$ cat src/rtl/core/csvp_pkg.sv
// ----------------------------------------------------------------------------
// csvp_pkg
// Types and constants shared by the CSV signed integer parser.
// ----------------------------------------------------------------------------
`timescale 1ns / 1ps
`default_nettype none

package csvp_pkg;

  localparam int unsigned MAX_ENTRIES = 4096;
  localparam int unsigned POS_W       = 13;
  localparam int unsigned VAL_W       = 32;

  localparam logic [POS_W-1:0] POS_LIMIT = POS_W'(MAX_ENTRIES);
  localparam logic [VAL_W-1:0] STOP_RESET = 32'h7FFF_FFFF;

  typedef enum logic [1:0] {
    KIND_BYTE    = 2'd0,
    KIND_EOF     = 2'd1,
    KIND_RESTART = 2'd2,
    KIND_RSVD    = 2'd3
  } kind_t;

  localparam logic [7:0] CH_NUL   = 8'h00;
  localparam logic [7:0] CH_COMMA = 8'h2C;
  localparam logic [7:0] CH_LF    = 8'h0A;
  localparam logic [7:0] CH_MINUS = 8'h2D;
  localparam logic [7:0] CH_AT    = 8'h40;
  localparam logic [7:0] CH_SLASH = 8'h2F;
  localparam logic [7:0] CH_0     = 8'h30;
  localparam logic [7:0] CH_9     = 8'h39;

  typedef struct packed {
    logic [1:0] kind;
    logic [7:0] text_byte;
  } item_t;

  typedef struct packed {
    logic [POS_W-1:0]        element_index;
    logic signed [VAL_W-1:0] element_value;
    logic                    is_final;
    logic                    out_of_range;
  } result_t;

endpackage : csvp_pkg

`default_nettype wire

$ cat src/rtl/core/csvp_in_reg.sv
// ----------------------------------------------------------------------------
// csvp_in_reg
// Input register: holds one item until the parse stage takes it.
// ----------------------------------------------------------------------------
`timescale 1ns / 1ps
`default_nettype none

module csvp_in_reg (
  input  wire logic            clk,
  input  wire logic            rst,
  input  wire logic            in_valid,
  output logic                 in_stall,
  input  wire csvp_pkg::item_t in_item,
  input  wire logic            advance,
  output logic                 item_valid,
  output csvp_pkg::item_t      item
);
  import csvp_pkg::*;

  logic take;

  assign take     = !item_valid || advance;
  assign in_stall = !take;

  always_ff @(posedge clk) begin
    if (rst) begin
      item_valid <= 1'b0;
    end else if (take) begin
      item_valid <= in_valid;
    end
  end

  always_ff @(posedge clk) begin
    if (take && in_valid) begin
      item <= in_item;
    end
  end

endmodule : csvp_in_reg

`default_nettype wire

$ cat src/rtl/core/csvp_parse_core.sv
// ----------------------------------------------------------------------------
// csvp_parse_core
// Parser state, stop register and the per-item update.
// ----------------------------------------------------------------------------
`timescale 1ns / 1ps
`default_nettype none

module csvp_parse_core (
  input  wire logic                           clk,
  input  wire logic                           rst,
  input  wire logic                           cfg_write,
  input  wire logic [csvp_pkg::VAL_W-1:0]     cfg_data,
  input  wire logic                           fire,
  input  wire csvp_pkg::item_t                item,
  output logic                                res_valid,
  output csvp_pkg::result_t                   res
);
  import csvp_pkg::*;

  logic [VAL_W-1:0] stop_value;
  logic [VAL_W-1:0] accumulator, accumulator_next;
  logic [POS_W-1:0] position, position_next;
  logic negative_mode, negative_mode_next;
  logic slash_seen, slash_seen_next;
  logic skipping_line, skipping_line_next;
  logic end_marker_seen, end_marker_seen_next;
  logic finished, finished_next;

  logic [VAL_W-1:0] acc_times10;
  logic [VAL_W-1:0] digit;
  logic [VAL_W-1:0] acc_digit;
  logic [VAL_W-1:0] emit_value;
  logic             emit_final;
  logic [7:0]       c;

  assign c           = item.text_byte;
  assign acc_times10 = (accumulator << 3) + (accumulator << 1);
  assign digit       = VAL_W'(c - CH_0);
  assign acc_digit   = negative_mode ? (acc_times10 - digit) : (acc_times10 + digit);

  always_comb begin
    accumulator_next     = accumulator;
    position_next        = position;
    negative_mode_next   = negative_mode;
    slash_seen_next      = slash_seen;
    skipping_line_next   = skipping_line;
    end_marker_seen_next = end_marker_seen;
    finished_next        = finished;
    res_valid            = 1'b0;
    emit_value           = accumulator;
    emit_final           = 1'b0;

    if (fire) begin
      case (item.kind)
        KIND_RESTART: begin
          accumulator_next     = '0;
          position_next        = '0;
          negative_mode_next   = 1'b0;
          slash_seen_next      = 1'b0;
          skipping_line_next   = 1'b0;
          end_marker_seen_next = 1'b0;
          finished_next        = 1'b0;
        end
        KIND_EOF: begin
          if (!finished) begin
            res_valid     = 1'b1;
            emit_final    = 1'b1;
            finished_next = 1'b1;
          end
        end
        KIND_BYTE: begin
          if (!finished) begin
            if (skipping_line) begin
              if (c == CH_LF) begin
                skipping_line_next = 1'b0;
                slash_seen_next    = 1'b0;
              end
            end else if (c == CH_NUL || (c == CH_SLASH && slash_seen)) begin
              slash_seen_next = 1'b0;
              if (end_marker_seen) begin
                res_valid     = 1'b1;
                emit_final    = 1'b1;
                finished_next = 1'b1;
              end else begin
                skipping_line_next = 1'b1;
              end
            end else begin
              slash_seen_next = (c == CH_SLASH);
              if (c == CH_COMMA || c == CH_LF) begin
                res_valid          = 1'b1;
                emit_final         = (c == CH_LF) && end_marker_seen;
                finished_next      = emit_final;
                accumulator_next   = '0;
                negative_mode_next = 1'b0;
                if (position < POS_LIMIT) begin
                  position_next = position + 1'b1;
                end
              end else if (c == CH_MINUS) begin
                negative_mode_next = 1'b1;
              end else if (c == CH_AT) begin
                end_marker_seen_next = 1'b1;
              end else if (c inside {[CH_0:CH_9]}) begin
                accumulator_next = acc_digit;
                emit_value       = acc_digit;
                if (acc_digit == stop_value) begin
                  res_valid     = 1'b1;
                  emit_final    = 1'b1;
                  finished_next = 1'b1;
                end
              end
            end
          end
        end
        default: begin
        end
      endcase
    end
  end

  always_comb begin
    res.element_index = position;
    res.element_value = $signed(emit_value);
    res.is_final      = emit_final;
    res.out_of_range  = (position >= POS_LIMIT);
  end

  always_ff @(posedge clk) begin
    if (rst) begin
      stop_value <= STOP_RESET;
    end else if (cfg_write) begin
      stop_value <= cfg_data;
    end
  end

  always_ff @(posedge clk) begin
    if (rst) begin
      accumulator     <= '0;
      position        <= '0;
      negative_mode   <= 1'b0;
      slash_seen      <= 1'b0;
      skipping_line   <= 1'b0;
      end_marker_seen <= 1'b0;
      finished        <= 1'b0;
    end else begin
      accumulator     <= accumulator_next;
      position        <= position_next;
      negative_mode   <= negative_mode_next;
      slash_seen      <= slash_seen_next;
      skipping_line   <= skipping_line_next;
      end_marker_seen <= end_marker_seen_next;
      finished        <= finished_next;
    end
  end

endmodule : csvp_parse_core

`default_nettype wire

$ cat src/rtl/core/csvp_out_reg.sv
// ----------------------------------------------------------------------------
// csvp_out_reg
// Result register: holds one result until the downstream transfer.
// ----------------------------------------------------------------------------
`timescale 1ns / 1ps
`default_nettype none

module csvp_out_reg (
  input  wire logic              clk,
  input  wire logic              rst,
  input  wire logic              res_valid,
  input  wire csvp_pkg::result_t res,
  output logic                   free,
  output logic                   out_valid,
  input  wire logic              out_stall,
  output csvp_pkg::result_t      out_res
);
  import csvp_pkg::*;

  assign free = !out_valid || !out_stall;

  always_ff @(posedge clk) begin
    if (rst) begin
      out_valid <= 1'b0;
    end else if (free) begin
      out_valid <= res_valid;
    end
  end

  always_ff @(posedge clk) begin
    if (free && res_valid) begin
      out_res <= res;
    end
  end

endmodule : csvp_out_reg

`default_nettype wire

$ cat src/rtl/core/csv_signed_integer_parser.sv
// ----------------------------------------------------------------------------
// csv_signed_integer_parser
// Streaming parser of comma/newline separated signed decimal integers.
// ----------------------------------------------------------------------------
// Path: an item is held in the input register; its result is then registered
//   in the result register when that register is free.
// Throughput: one item per cycle while the result register is free, bounded
//   by the state update (multiply by ten, add digit, compare with stop value).
// Reset: synchronous; clears parser state and both stage registers,
//   stop value returns to 0x7FFFFFFF.
`timescale 1ns / 1ps
`default_nettype none

module csv_signed_integer_parser (
  input  wire logic                       clk,
  input  wire logic                       rst,
  input  wire logic                       in_valid,
  output logic                            in_stall,
  input  wire logic [1:0]                 kind,
  input  wire logic [7:0]                 text_byte,
  output logic                            out_valid,
  input  wire logic                       out_stall,
  output logic [csvp_pkg::POS_W-1:0]      element_index,
  output logic signed [csvp_pkg::VAL_W-1:0] element_value,
  output logic                            is_final,
  output logic                            out_of_range,
  input  wire logic                       cfg_valid,
  output logic                            cfg_ready,
  input  wire logic [csvp_pkg::VAL_W-1:0] cfg_data
);
  import csvp_pkg::*;

  item_t   in_item;
  item_t   item;
  logic    item_valid;
  logic    free;
  logic    advance;
  logic    res_valid;
  result_t res;
  result_t out_res;

  assign in_item.kind      = kind;
  assign in_item.text_byte = text_byte;
  assign cfg_ready         = 1'b1;
  assign advance           = item_valid && free;

  csvp_in_reg u_in_reg (
    .clk        (clk),
    .rst        (rst),
    .in_valid   (in_valid),
    .in_stall   (in_stall),
    .in_item    (in_item),
    .advance    (advance),
    .item_valid (item_valid),
    .item       (item)
  );

  csvp_parse_core u_core (
    .clk       (clk),
    .rst       (rst),
    .cfg_write (cfg_valid && cfg_ready),
    .cfg_data  (cfg_data),
    .fire      (advance),
    .item      (item),
    .res_valid (res_valid),
    .res       (res)
  );

  csvp_out_reg u_out_reg (
    .clk       (clk),
    .rst       (rst),
    .res_valid (res_valid),
    .res       (res),
    .free      (free),
    .out_valid (out_valid),
    .out_stall (out_stall),
    .out_res   (out_res)
  );

  assign element_index = out_res.element_index;
  assign element_value = out_res.element_value;
  assign is_final      = out_res.is_final;
  assign out_of_range  = out_res.out_of_range;

endmodule : csv_signed_integer_parser

`default_nettype wire

$ cat config.mk
export PLATFORM = sky130hd
export DESIGN_NAME = csv_signed_integer_parser
export DESIGN_NICKNAME = d
export VERILOG_FILES = /design/src/rtl/core/csvp_pkg.sv /design/src/rtl/core/csvp_in_reg.sv /design/src/rtl/core/csvp_parse_core.sv /design/src/rtl/core/csvp_out_reg.sv /design/src/rtl/core/csv_signed_integer_parser.sv
export SDC_FILE = /design/constraint.sdc
export NUM_CORES = 1
export LEC_CHECK = 0
export BUFFER_PORTS_ARGS = -buffer_cell sky130_fd_sc_hd__buf_2
export CORE_AREA = 3 3 170 172
export DETAILED_ROUTE_END_ITERATION = 8
export DIE_AREA = 0 0 173 175
export PLACE_DENSITY = 0.55
export SYNTH_ARGS = -nofsm -noshare
export SYNTH_HDL_FRONTEND = slang
export SYNTH_HIERARCHICAL = 1
export SYNTH_SLANG_ARGS = --single-unit
$ cat constraint.sdc
create_clock -name clk -period 10.34 [get_ports clk]
set_clock_uncertainty 0.2 [all_clocks]
set_input_delay 0 -clock clk [delete_from_list [all_inputs] [get_ports clk]]
set_output_delay 0 -clock clk [all_outputs]
set_load 0.01 [all_outputs]
==> impl_metrics.json <==
{
  "grt_pass1_wl_um": 54420,
  "fin_ws_ns": 1.971,
  "track_usage_pct": 22.33,
  "setup_tns_ns": 0,
  "synth_compound_area_share_pct": 24.99,
  "finalWirelength_um": 34310,
  "period_share_pct": 80.94,
  "overflow": 0,
  "synth_cell_types": 93,
  "cp_max_fo": 47,
  "netlist_instances": 1375,
  "synth-main-ff-cell": "dfxtp_1",
  "slew_headroom_pct": 27.54,
  "yosys_warnings": 6,
  "grt_max_degree": 74,
  "path_common_cell": "a21oi_1",
  "dpl_cell_area_mm2": 0.01214,
  "synth-edff-count": 57,
  "critPathTopFamily": "compound AO/OA/AOI/OAI gates",
  "drt_iter0_drc": 886,
  "hold_path_depth": 3,
  "clkTransAtPathRegs_ns": 0.07,
  "outcome": "completed",
  "clkLatencyLatePin_ns": 0.43,
  "drive_gt1_share_pct": 11.15,
  "grt_pass1_vias": 9856,
  "areaGrowthSynthToFinish_pct": 14.71,
  "drv_slew": 0,
  "p_leak_nw": 5.703,
  "postLayoutCoreUtil_pct": 47.53,
  "port_buffers": 95,
  "place_ws_ns": 2.032,
  "setup_viol": 0,
  "cts_post_setup_buffers_inserted": 0,
  "dr_total_vias": 10520,
  "dieArea_mm2": 0.03028,
  "clock-sinks": 141,
  "rsz0062_at_grt": "false",
  "synth_xor_area_share_pct": 8.219,
  "synth_top_family_by_area": "compound AO/OA/AOI/OAI gates",
  "synth_mux_area_share_pct": 1.902,
  "yosys_register_bits": 141,
  "startpoint_type": "flop",
  "ios": 97,
  "crit_type": "flop to flop",
  "drc": 0,
  "tritoncts": "yes",
  "antennaDiodeCount": 0,
  "path_buf_inv": 0,
  "finalHoldViolations": 0,
  "cap_violations": 0,
  "yosys.area_share.simple_pct": 20.03,
  "place_congestion": 0.9654,
  "wl_per_cell_um": 18.46,
  "grtUsageMet3_pct": 3.194,
  "ir_drop_mv": 0.07300,
  "cts_buffers": 17,
  "stdcell_area_mm2": 0.01313,
  "power-per-cell-area_mw_per_mm2": 107.6,
  "drt_pass1_iterations": 6,
  "core_mm2": 0.02763,
  "avgSynthCellArea_um2": 8.326,
  "ys_seq_area_share_pct": 29.64,
  "ant_nets": 0,
  "busiest_layer": "met2",
  "netlist_area_mm2": 0.01145,
  "whs_ns": 0.04072,
  "grt_use_met1_pct": 33.42,
  "crit_arrival_ns": 8.20,
  "worst_pin_slew_ns": 1.087,
  "met2_usage_pct": 33.73,
  "root_buffer": "clkbuf_16",
  "cp.required_ns": 10.17,
  "hold_path.class": "primary input to flop",
  "dp_hpwl_um": 25690,
  "endpoint_kind": "flop",
  "fmax_mhz": 119.5,
  "cpMaxStageDelayCell": "and2_2",
  "cts_htree_levels": 4,
  "r2r_cells": 25,
  "layout.nets": 1610,
  "path_depth": 25,
  "start_util_pct": 41.44,
  "max_stage_delay_ns": 0.90,
  "timing.final.crit_period_ns": 8.369,
  "antenna_found_initial": 0,
  "viasPerCell": 5.662,
  "synth_async_sr_flop_share_pct": 0,
  "synth_nets": 1518,
  "die_w_um": 173,
  "clock_path_buffers": 2,
  "rows": 61,
  "die_h_um": 175,
  "synthAdderAreaFrac_pct": 10.69
}
[what timing repair did]
| action | in CTS | in global routing |
|---|---|---|
| hold buffers | 44 | 0 |
| hold endpoints to repair | 54 | 0 |
| setup endpoints to repair | 0 | 0 |
| gates resized for setup | 0 | 0 |
[final cells by class]
class,count,area (um^2)
Clock inverter,14,122.6
Clock buffer,18,429.2
Multi-Input combinational cell,1107,7542
Tap cell,378,473.0
Fill cell,2780,14500
Inverter,54,202.7
Timing Repair Buffer,146,968.4
Sequential cell,141,3395
[registers in the layout, summed over array words and instances (netlist names)]
name / flops
u_core/negative_mode: 1
u_core/skipping_line: 1
u_out_reg/out_res: 47
u_core/stop_value: 32
u_core/position: 13
u_core/accumulator: 32
u_core/slash_seen: 1
u_core/end_marker_seen: 1
u_in_reg/item: 10
u_in_reg/item_valid: 1
u_core/finished: 1
u_out_reg/out_valid: 1
[cells in the final DEF (no fill, tap or decap), drive strengths merged, types with 18 or more instances in the layout]
cell         netlist  layout
dlygate4sd3        0      44
inv               54      64
nor4              18      18
mux2i             18      18
nand3             25      25
nand2            133     133
edfxtp            57      57
xor2              32      32
nor2b             53      53
o21ai             70      70
a21oi            142     142
dfxtp             84      84
nor3              22      22
a211oi            18      18
xnor2             65      65
clkbuf            40      18
ha                93      93
buf               33     102
a211o             34      34
nand2b            20      20
nor2             119     119
a21o              33      33
[synthesized netlist by cell type, drive strengths merged, types with 20 or more instances]
master  instances  share of area [%]
nand3          25                1.1
nor3           22               0.96
a211o          34                2.6
ha             93                 10
edfxtp         57                 15
inv            54                1.8
a21oi         142                6.2
nand2         133                4.4
buf            33                1.4
a21o           33                2.2
nor2          119                3.9
nor2b          53                3.0
o21ai          70                3.2
xor2           32                2.4
xnor2          65                5.0
dfxtp          84                 15
clkbuf         40                1.3
nand2b         20                1.1
[power breakdown]
group          internal [W]  switching [W]  total, W
registers          0.000593      0.0000146  0.000607
logic             0.0000832       0.000127  0.000210
clock network      0.000317       0.000278  0.000595
[path summary, 6_finish.rpt]
check	startpoint	end	slack, ns
hold / removal	rst	u_core/slash_seen	0.04
setup reg to reg	u_core/accumulator[2]	u_out_reg/out_res[17]	1.97
setup / recovery	u_core/accumulator[2]	u_out_reg/out_res[17]	1.97
hold reg to reg	u_core/position[8]	u_out_reg/out_res[42]	0.26
[metal layers]
metal	up-vias	routed length [um]	share of wire, %
li1	5174	-	-
met5	-	0	0
met4	0	581	1.7
met2	372	14500	42
met1	4925	17300	50
met3	49	1925	5.6
[metrics by stage]
stage / power (W) / cells
finish: 0.001413 / 1858
detailed placement: 0.0008151 / 1782
floorplan: 0.0007563 / 1375
global placement: 0.0008146 / 1782
CTS: 0.001427 / 1858
global route: 0.001474 / 1858
[tightest hold or removal path: stages]
cell and delay, ns:
buf_2 0.09, buf_4 0.35, nor2_1 0.18
[logic make-up (layout without fill, tap and decap cells)]
| kind of cell | count (synthesis) | after routing |
|---|---|---|
| xor+xnor | 101 | 101 |
| buf+inv | 127 | 232 |
| simple gates | 465 | 465 |
| mux | 21 | 21 |
| other cells | 1 | 1 |
| compound gates | 423 | 423 |
| fa+ha+maj | 96 | 96 |
| flops | 141 | 141 |
Power figures use the tool's default switching activity.
